**src/design/rch_pkg.sv**
```systemverilog
`default_nettype none
package rch_pkg;

  localparam int CHANNELS         = 4;
  localparam int BINS_PER_CHANNEL = 256;
  localparam int COUNT_WIDTH      = 32;

  localparam int KIND_W   = 2;
  localparam int SAMPLE_W = 8;
  localparam int INDEX_W  = 10;
  localparam int OUT_W    = 32;

  localparam int BIN_TOTAL = CHANNELS * BINS_PER_CHANNEL;
  localparam int BIN_W     = $clog2(BIN_TOTAL);
  localparam int CH_W      = (CHANNELS > 1) ? $clog2(CHANNELS) : 1;
  localparam int SAT_W     = (COUNT_WIDTH > OUT_W) ? COUNT_WIDTH : OUT_W;
  localparam int CMP_W     = ((BIN_W > INDEX_W) ? BIN_W : INDEX_W) + 1;

  typedef logic [KIND_W-1:0]      kind_t;
  typedef logic [COUNT_WIDTH-1:0] count_t;
  typedef logic [BIN_W-1:0]       bin_t;
  typedef logic [CH_W-1:0]        chan_t;

  localparam kind_t KIND_SAMPLE = 2'd0;
  localparam kind_t KIND_READ   = 2'd1;
  localparam kind_t KIND_CLEAR  = 2'd2;

  localparam count_t COUNT_MAX = '1;

  typedef struct packed {
    logic active;
    bin_t addr;
  } clear_ctl_t;

endpackage
`default_nettype wire

```
**src/design/rch_clear_seq.sv**
```systemverilog
`default_nettype none
module rch_clear_seq
  import rch_pkg::*;
(
  input  wire logic clk,
  input  wire logic rst,
  input  wire logic start_clear,
  output clear_ctl_t ctl
);

  typedef enum logic {
    ST_IDLE,
    ST_SWEEP
  } state_t;

  state_t state;
  bin_t   addr;

  always_ff @(posedge clk) begin
    if (rst) begin
      state <= ST_SWEEP;
      addr  <= '0;
    end else begin
      case (state)
        ST_IDLE: begin
          if (start_clear) begin
            state <= ST_SWEEP;
            addr  <= '0;
          end
        end
        ST_SWEEP: begin
          addr <= addr + 1'b1;
          if (addr == BIN_W'(BIN_TOTAL - 1)) begin
            state <= ST_IDLE;
          end
        end
        default: begin
          state <= ST_IDLE;
        end
      endcase
    end
  end

  assign ctl.active = (state == ST_SWEEP);
  assign ctl.addr   = addr;

endmodule
`default_nettype wire

```
**config.mk**
```make
export PLATFORM = sky130hd
export DESIGN_NAME = rch_clear_seq
export DESIGN_NICKNAME = d
export VERILOG_FILES = /design/src/design/rch_pkg.sv /design/src/design/rch_clear_seq.sv
export SDC_FILE = /design/constraint.sdc
export NUM_CORES = 1
export LEC_CHECK = 0
export ABC_AREA = 0
export ABC_CLOCK_PERIOD_IN_PS = 1300
export CORE_AREA = 2 2 39 41
export CTS_CLUSTER_DIAMETER = 60
export DETAILED_ROUTE_END_ITERATION = 8
export DIE_AREA = 0 0 41 43
export DONT_BUFFER_PORTS = 1
export PLACE_DENSITY = 0.57
export SYNTH_ARGS = -nofsm -noshare
export SYNTH_HDL_FRONTEND = slang
export SYNTH_SLANG_ARGS = --single-unit
```
**constraint.sdc**
```tcl
create_clock -name clk -period 1.3 [get_ports clk]
set_input_delay 0 -clock clk [delete_from_list [all_inputs] [get_ports clk]]
set_output_delay 0 -clock clk [all_outputs]
set_load 0.02 [all_outputs]
```
==> results of run 1 <==
what timing repair did:
item                       in CTS  in global routing
hold endpoints to repair       11                  0
pin swaps                       0                  2
setup endpoints to repair       1                  5
gates resized for setup         1                  5
cloned                          0                  0
hold buffers                    2                  0
kinds of logic (layout without fill, tap and decap cells):
family                     Yosys count  in the layout
and+or+nand+nor                     23             23
AOI/OAI and AO/OA                   17             17
DFF                                 11             11
buffers and inverters                5             23
adders and majority gates            1              1
muxes                                1              1
per-layer routing:
metal	GRT usage (%)	share of wire, %	vias to the layer above
met4	10.0	0.85	0
met1	21.0	42	224
met3	3.66	4.6	2
li1	-	-	256
met2	23.1	52	9
met5	0	0	-
worst max path at each step:
stage	slack [ps]	start	endpoint	depth (start not counted)
finish	50	addr[0]	addr[8]	4
global route	-20	addr[1]	addr[5]	4
CTS	10	addr[6]	addr[9]	3
detailed placement	30	addr[6]	addr[9]	3
global placement	50	addr[0]	addr[8]	4
floorplan	-50	addr[0]	addr[8]	4
layout make-up:
class / instances / area, µm²
Inverter: 2 / 7.51
Tap cell: 16 / 20.0
Multi-Input combinational cell: 42 / 298
Fill cell: 137 / 668
Clock buffer: 4 / 26.3
Sequential cell: 11 / 231
Timing Repair Buffer: 17 / 133
tightest hold or removal path: cells and delay by family:
kind | cells | cell delay (ps)
AO/OA/AOI/OAI | 1 | 110
AND/OR/NAND/NOR | 2 | 300
power breakdown:
group / switching [mW] / total, mW / internal, mW
Sequential: 0.00969 / 0.355 / 0.345
Combinational: 0.0319 / 0.0628 / 0.0309
Clock: 0.115 / 0.234 / 0.118
Total: 0.157 / 0.651 / 0.495
through the flow:
step / hold WS [ps] / std cells / TNS [ps]
after detailed placement: 66.1 / 86 / 0
after CTS: 183 / 92 / 0
after global routing: 200 / 92 / -65.2
final: 181 / 92 / 0
after global placement: 65.5 / 86 / 0
after floorplan: 107 / 58 / -45.9
sequential cells by signal, summed over array words and instances, names as in the netlist:
register	count
addr	10
state	1
placed cells by master, fill, tap and decap left out, types with 2 or more instances in the layout:
cell and instances:
sky130_fd_sc_hd__dfxtp_1 4, sky130_fd_sc_hd__nor2_1 3, sky130_fd_sc_hd__or3_1 2, sky130_fd_sc_hd__a21oi_1 8, sky130_fd_sc_hd__clkbuf_4 3, sky130_fd_sc_hd__buf_4 15
sky130_fd_sc_hd__or3_2 2, sky130_fd_sc_hd__nand4_1 3, sky130_fd_sc_hd__o211ai_1 4, sky130_fd_sc_hd__dfxtp_2 6, sky130_fd_sc_hd__or2_2 2, sky130_fd_sc_hd__a21oi_2 2
sky130_fd_sc_hd__nand2_1 2, sky130_fd_sc_hd__dlygate4sd3_1 2, sky130_fd_sc_hd__nand3_1 4, sky130_fd_sc_hd__inv_1 2
==> load_flow_metrics.sql, run 1 <==
INSERT INTO impl_metrics (metric_group, metric, value, unit) VALUES
('die', 'die_w', '41', 'µm'),
('die', 'placeableCoreArea', '1380', 'µm²'),
('die', 'io_pins', '14', ''),
('min_path', 'min_path_cells', '3', ''),
('min_path', 'min-delay-path-class', 'in -> reg', ''),
('sta', 'setup_repair_after_global_routing_missed_its_margin', 'yes', ''),
('outcome', 'run_status', 'completed', ''),
('clock_network', 'clock-sinks', '11', ''),
('pwr', 'vdd_drop_max', '0.422', 'mV'),
('pwr', 'power.density_cell_area', '910', 'nW/µm²'),
('min_path', 'hold_path.startpoint', 'start_clear', ''),
('cells_and_area', 'postLayoutCoreUtil', '51.7', '%'),
('cells_and_area', 'antenna_cells', '0', ''),
('sta', 'setup_slack', '52.5', 'ps'),
('synthesis', 'syn_nets', '62', ''),
('synthesis', 'synth_top_cell_by_area', 'sky130_fd_sc_hd__dfxtp_1', ''),
('routing', 'drt_iter0_drc', '4', ''),
('placed_design', 'gpl.final_weighted_congestion', '0.701', ''),
('global_route', 'antenna_violations_before_repair', '0', ''),
('setup_path', 'timing.critical_path.max_delay_family', 'simple AND/OR/NAND/NOR gates', ''),
('clock_network', 'post_cts_buffers', '0', ''),
('cells_and_area', 'synthToLayoutAreaGrowth', '36.8', '%'),
('global_route', 'grt_overflow', '0', ''),
('setup_path', 'critPathMaxFanout', '4', ''),
('setup_path', 'worst_r2r_endpoint', 'addr[8]', ''),
('min_path', 'holdPathEnd', 'addr[4]', ''),
('sta', 'max_clock_freq', '802', 'MHz'),
('die', 'chipHeight', '43', 'µm'),
('cells_and_area', 'finish.instance_area', '716', 'µm²'),
('global_route', 'overall_fraction_of_global_route_tracks_in_use', '16.2', '%'),
('synthesis', 'yosysTopAreaCellShare', '42.1', '%'),
('synthesis', 'synth_area', '523', 'µm²'),
('global_route', 'grt_first_pass_wirelength', '1920', 'µm'),
('synthesis', 'yosysWarningCount', '0', ''),
('synthesis', 'top_cells_by_instance_count_after_synthesis', 'sky130_fd_sc_hd__dfxtp_1, sky130_fd_sc_hd__a21oi_1, sky130_fd_sc_hd__nand3_1, sky130_fd_sc_hd__o211ai_1', ''),
('setup_path', 'worstRegToRegCells', '4', ''),
('die', 'std_cell_rows', '14', ''),
('placed_design', 'dp.final_hpwl', '855', 'µm'),
('synthesis', 'yosys.area_share.simple', '27.3', '%'),
('setup_path', 'worst-path-buf-inv', '0', ''),
('setup_path', 'startpoint_type', 'register', ''),
('global_route', 'first_global_vias', '462', ''),
('routing', 'route.final.wire_length', '1180', 'µm'),
('clock_network', 'cts_max_level', '1', ''),
('synthesis', 'ys_types', '24', ''),
('sta', 'finalHoldViolCount', '0', ''),
('clock_network', 'worstSkewPairLatency', '260', 'ps'),
('routing', 'detail_route.first_pass.iterations', '3', ''),
('synthesis', 'ys_seq_elements', '11', ''),
('sta', 'max_slew_margin', '70.6', '%'),
('global_route', 'grt_max_degree', '12', ''),
('cells_and_area', 'drive_above_1_share', '44.7', '%'),
('synthesis', 'synthAdderAreaFrac', '2.39', '%'),
('sta', 'report.final.setup_viol', '0', ''),
('pwr', 'power.static_leakage', '0.263', 'nW'),
('synthesis', 'synth_edf_count', '0', ''),
('die', 'starting_utilization_of_the_core_area', '37.8', '%'),
('synthesis', 'async_flop_share', '0', '%'),
('routing', 'drc', '0', ''),
('clock_network', 'cts-buffers-inserted', '3', ''),
('clock_network', 'clock_path_buffers', '2', ''),
('clock_network', 'clkSlewWorstSetupHoldPaths', '70', 'ps'),
('synthesis', 'seq_area_frac_synth', '42.1', '%'),
('synthesis', 'post_synth_mux_area_share', '1.91', '%'),
('synthesis', 'synth.top_cells.by_area', 'sky130_fd_sc_hd__dfxtp_1, sky130_fd_sc_hd__a21oi_1, sky130_fd_sc_hd__o211ai_1', ''),
('placed_design', 'placed_area', '638', 'µm²'),
('setup_path', 'critical_path_capture_point_type', 'register', ''),
('synthesis', 'synth-xor-area-share', '0', '%'),
('placed_design', 'placement.io_buffers', '0', ''),
('setup_path', 'cp_data_arrival_time', '1440', 'ps'),
('sta', 'tightestPinTransition', '440', 'ps');
No activity file was read; power rests on OpenSTA's default activity.
==> run 2: changes to the inputs <==
- CAP_MARGIN: unset -> 15
- PLACE_DENSITY: 0.57 -> 0.55
- TNS_END_PERCENT: unset -> 10
==> load_flow_metrics.sql, run 2 (same netlist as run 1, synthesis figures left out) <==
INSERT INTO impl_metrics (metric_group, metric, value, unit) VALUES
('outcome', 'run_status', 'completed', ''),
('die', 'placeableCoreArea', '1380', 'µm²'),
('setup_path', 'timing.critical_path.required', '1490', 'ps'),
('clock_network', 'tritoncts', 'yes', ''),
('cells_and_area', 'antenna_cells', '0', ''),
('sta', 'post-route-min-period', '1280', 'ps'),
('setup_path', 'worst_r2r_startpoint', 'addr[0]', ''),
('routing', 'post_drt_antenna_nets', '0', ''),
('min_path', 'hold_path.startpoint', 'start_clear', ''),
('sta', 'finalMaxSlewViolations', '0', ''),
('global_route', 'antenna_violations_before_repair', '0', ''),
('routing', 'drc', '0', ''),
('clock_network', 'worstSkewPairLatency', '270', 'ps'),
('clock_network', 'cts-buffers-inserted', '3', ''),
('sta', 'holdWs', '189', 'ps'),
('placed_design', 'gpl.final_weighted_congestion', '0.714', ''),
('sta', 'max_clock_freq', '779', 'MHz'),
('die', 'chipHeight', '43', 'µm'),
('sta', 'max_slew_margin', '68.1', '%'),
('pwr', 'totalPowerFinal', '0.651', 'mW'),
('routing', 'detailroute.via_count', '491', ''),
('global_route', 'grt_overflow', '0', ''),
('cells_and_area', 'synthToLayoutAreaGrowth', '38.3', '%'),
('cells_and_area', 'most-common-layout-cells', 'sky130_fd_sc_hd__buf_4, sky130_fd_sc_hd__a21oi_1, sky130_fd_sc_hd__dfxtp_2', ''),
('pwr', 'power.static_leakage', '0.262', 'nW'),
('setup_path', 'critPathMaxFanout', '5', ''),
('placed_design', 'placement.io_buffers', '0', ''),
('routing', 'wire_per_inst', '13.2', 'µm'),
('die', 'die_w', '41', 'µm'),
('routing', 'drt_iter0_drc', '10', ''),
('setup_path', 'worstRegToRegCells', '4', ''),
('global_route', 'grt_max_degree', '12', ''),
('die', 'starting_utilization_of_the_core_area', '37.8', '%'),
('clock_network', 'clkSlewWorstSetupHoldPaths', '80', 'ps'),
('clock_network', 'clock-sinks', '11', ''),
('sta', 'timing.setup.tns', '0', 'ps'),
('min_path', 'min_path_cells', '3', ''),
('cells_and_area', 'drive_above_1_share', '47.3', '%'),
('setup_path', 'critical_path_capture_point_type', 'register', ''),
('sta', 'min_period_over_period', '98.8', '%'),
('pwr', 'vdd_drop_max', '0.380', 'mV'),
('sta', 'finalHoldViolCount', '0', ''),
('sta', 'report.final.setup_viol', '0', ''),
('die', 'io_pins', '14', ''),
('cells_and_area', 'registers.top_by_ff_count', 'addr', ''),
('cells_and_area', 'largest_reg_flops', '10', ''),
('clock_network', 'clock_path_buffers', '2', ''),
('global_route', 'grt_first_pass_wirelength', '1840', 'µm'),
('cells_and_area', 'largestRegisters', 'addr: 10 flops, state: 1 flops', ''),
('routing', 'route.final.wire_length', '1190', 'µm'),
('placed_design', 'dp.final_hpwl', '881', 'µm'),
('cells_and_area', 'design.final.nets', '79', ''),
('clock_network', 'cts_root_buffer', 'sky130_fd_sc_hd__clkbuf_4', ''),
('setup_path', 'setup.reg_to_reg.worst_slack', '20', 'ps'),
('clock_network', 'post_cts_buffers', '0', ''),
('min_path', 'min-delay-path-class', 'in -> reg', ''),
('setup_path', 'startpoint_type', 'register', ''),
('pwr', 'power.density_cell_area', '901', 'nW/µm²'),
('die', 'std_cell_rows', '14', ''),
('setup_path', 'cp_data_arrival_time', '1480', 'ps'),
('global_route', 'overall_fraction_of_global_route_tracks_in_use', '15.2', '%'),
('global_route', 'first_global_vias', '462', ''),
('sta', 'setup_repair_after_global_routing_missed_its_margin', 'yes', ''),
('sta', 'worst_clock_skew', '7.28', 'ps'),
('clock_network', 'cts_max_level', '1', ''),
('die', 'dieArea', '1760', 'µm²'),
('routing', 'vias_per_cell', '5.46', ''),
('routing', 'detail_route.first_pass.iterations', '4', ''),
('setup_path', 'worstSetupPathType', 'reg -> reg', ''),
('min_path', 'holdPathEnd', 'addr[4]', ''),
('setup_path', 'worst_r2r_endpoint', 'addr[5]', ''),
('flow_run', 'max_cap_viols', '0', ''),
('sta', 'tightestPinTransition', '476', 'ps'),
('cells_and_area', 'layout_commonest_cell', 'sky130_fd_sc_hd__buf_4', '');
run 2: how the worst max path moves through the flow:
| stage | start | endpoint | cells past startpoint |
|---|---|---|---|
| final | addr[0] | addr[5] | 4 |
| after global routing | addr[0] | addr[5] | 4 |
| after CTS | addr[2] | addr[5] | 4 |
| after detailed placement | addr[1] | addr[8] | 4 |
| after global placement | state | addr[5] | 4 |
| after floorplan | addr[0] | addr[8] | 4 |
run 2: critical path: stages (launching register included):
cell	delay, ps
sky130_fd_sc_hd__dfxtp_2	370
sky130_fd_sc_hd__nand4_1	200
sky130_fd_sc_hd__buf_4	210
sky130_fd_sc_hd__or3_4	320
sky130_fd_sc_hd__a21oi_2	110
run 2: layout make-up:
cell class | instances | area [µm²]
timing repair buffer | 15 | 130
inverter | 2 | 7.51
sequential | 11 | 233
clock buffer | 4 | 26.3
tap | 16 | 20.0
fill | 128 | 661
multi-input combinational | 42 | 307
run 2: repair_timing:
action                                  in CTS  in global routing
hold buffers                                 2                  0
pin swaps                                    1                  4
endpoints found under the setup margin       2                  5
endpoints found under the hold margin       11                  0
resized for setup                            3                  6
run 2: metal layers:
layer	vias to the layer above	share of wire, %	GRT usage [%]
li1	251	-	-
met1	226	47	21.0
met2	14	46	20.9
met3	0	6.3	3.66
met4	0	0	8.00
met5	-	0	0
run 2: where the power goes:
part           internal, mW  switching, mW  leakage [nW]
clock network         0.119          0.119        0.0150
logic                0.0279         0.0301         0.155
registers             0.345         0.0102        0.0921
run 2: per-stage QoR:
step / instances / worst slack [ps] / instance area [µm²] / utilization [%]
6_report: 90 / 15.7 / 723 / 52.3
5_1_grt: 90 / -27.6 / 723 / 52.3
4_1_cts: 90 / 1.13 / 696 / 50.3
3_5_place_dp: 84 / -26.1 / 636 / 45.9
3_3_place_gp: 84 / 27.9 / 636 / 45.9
2_1_floorplan: 58 / -45.9 / 532 / -
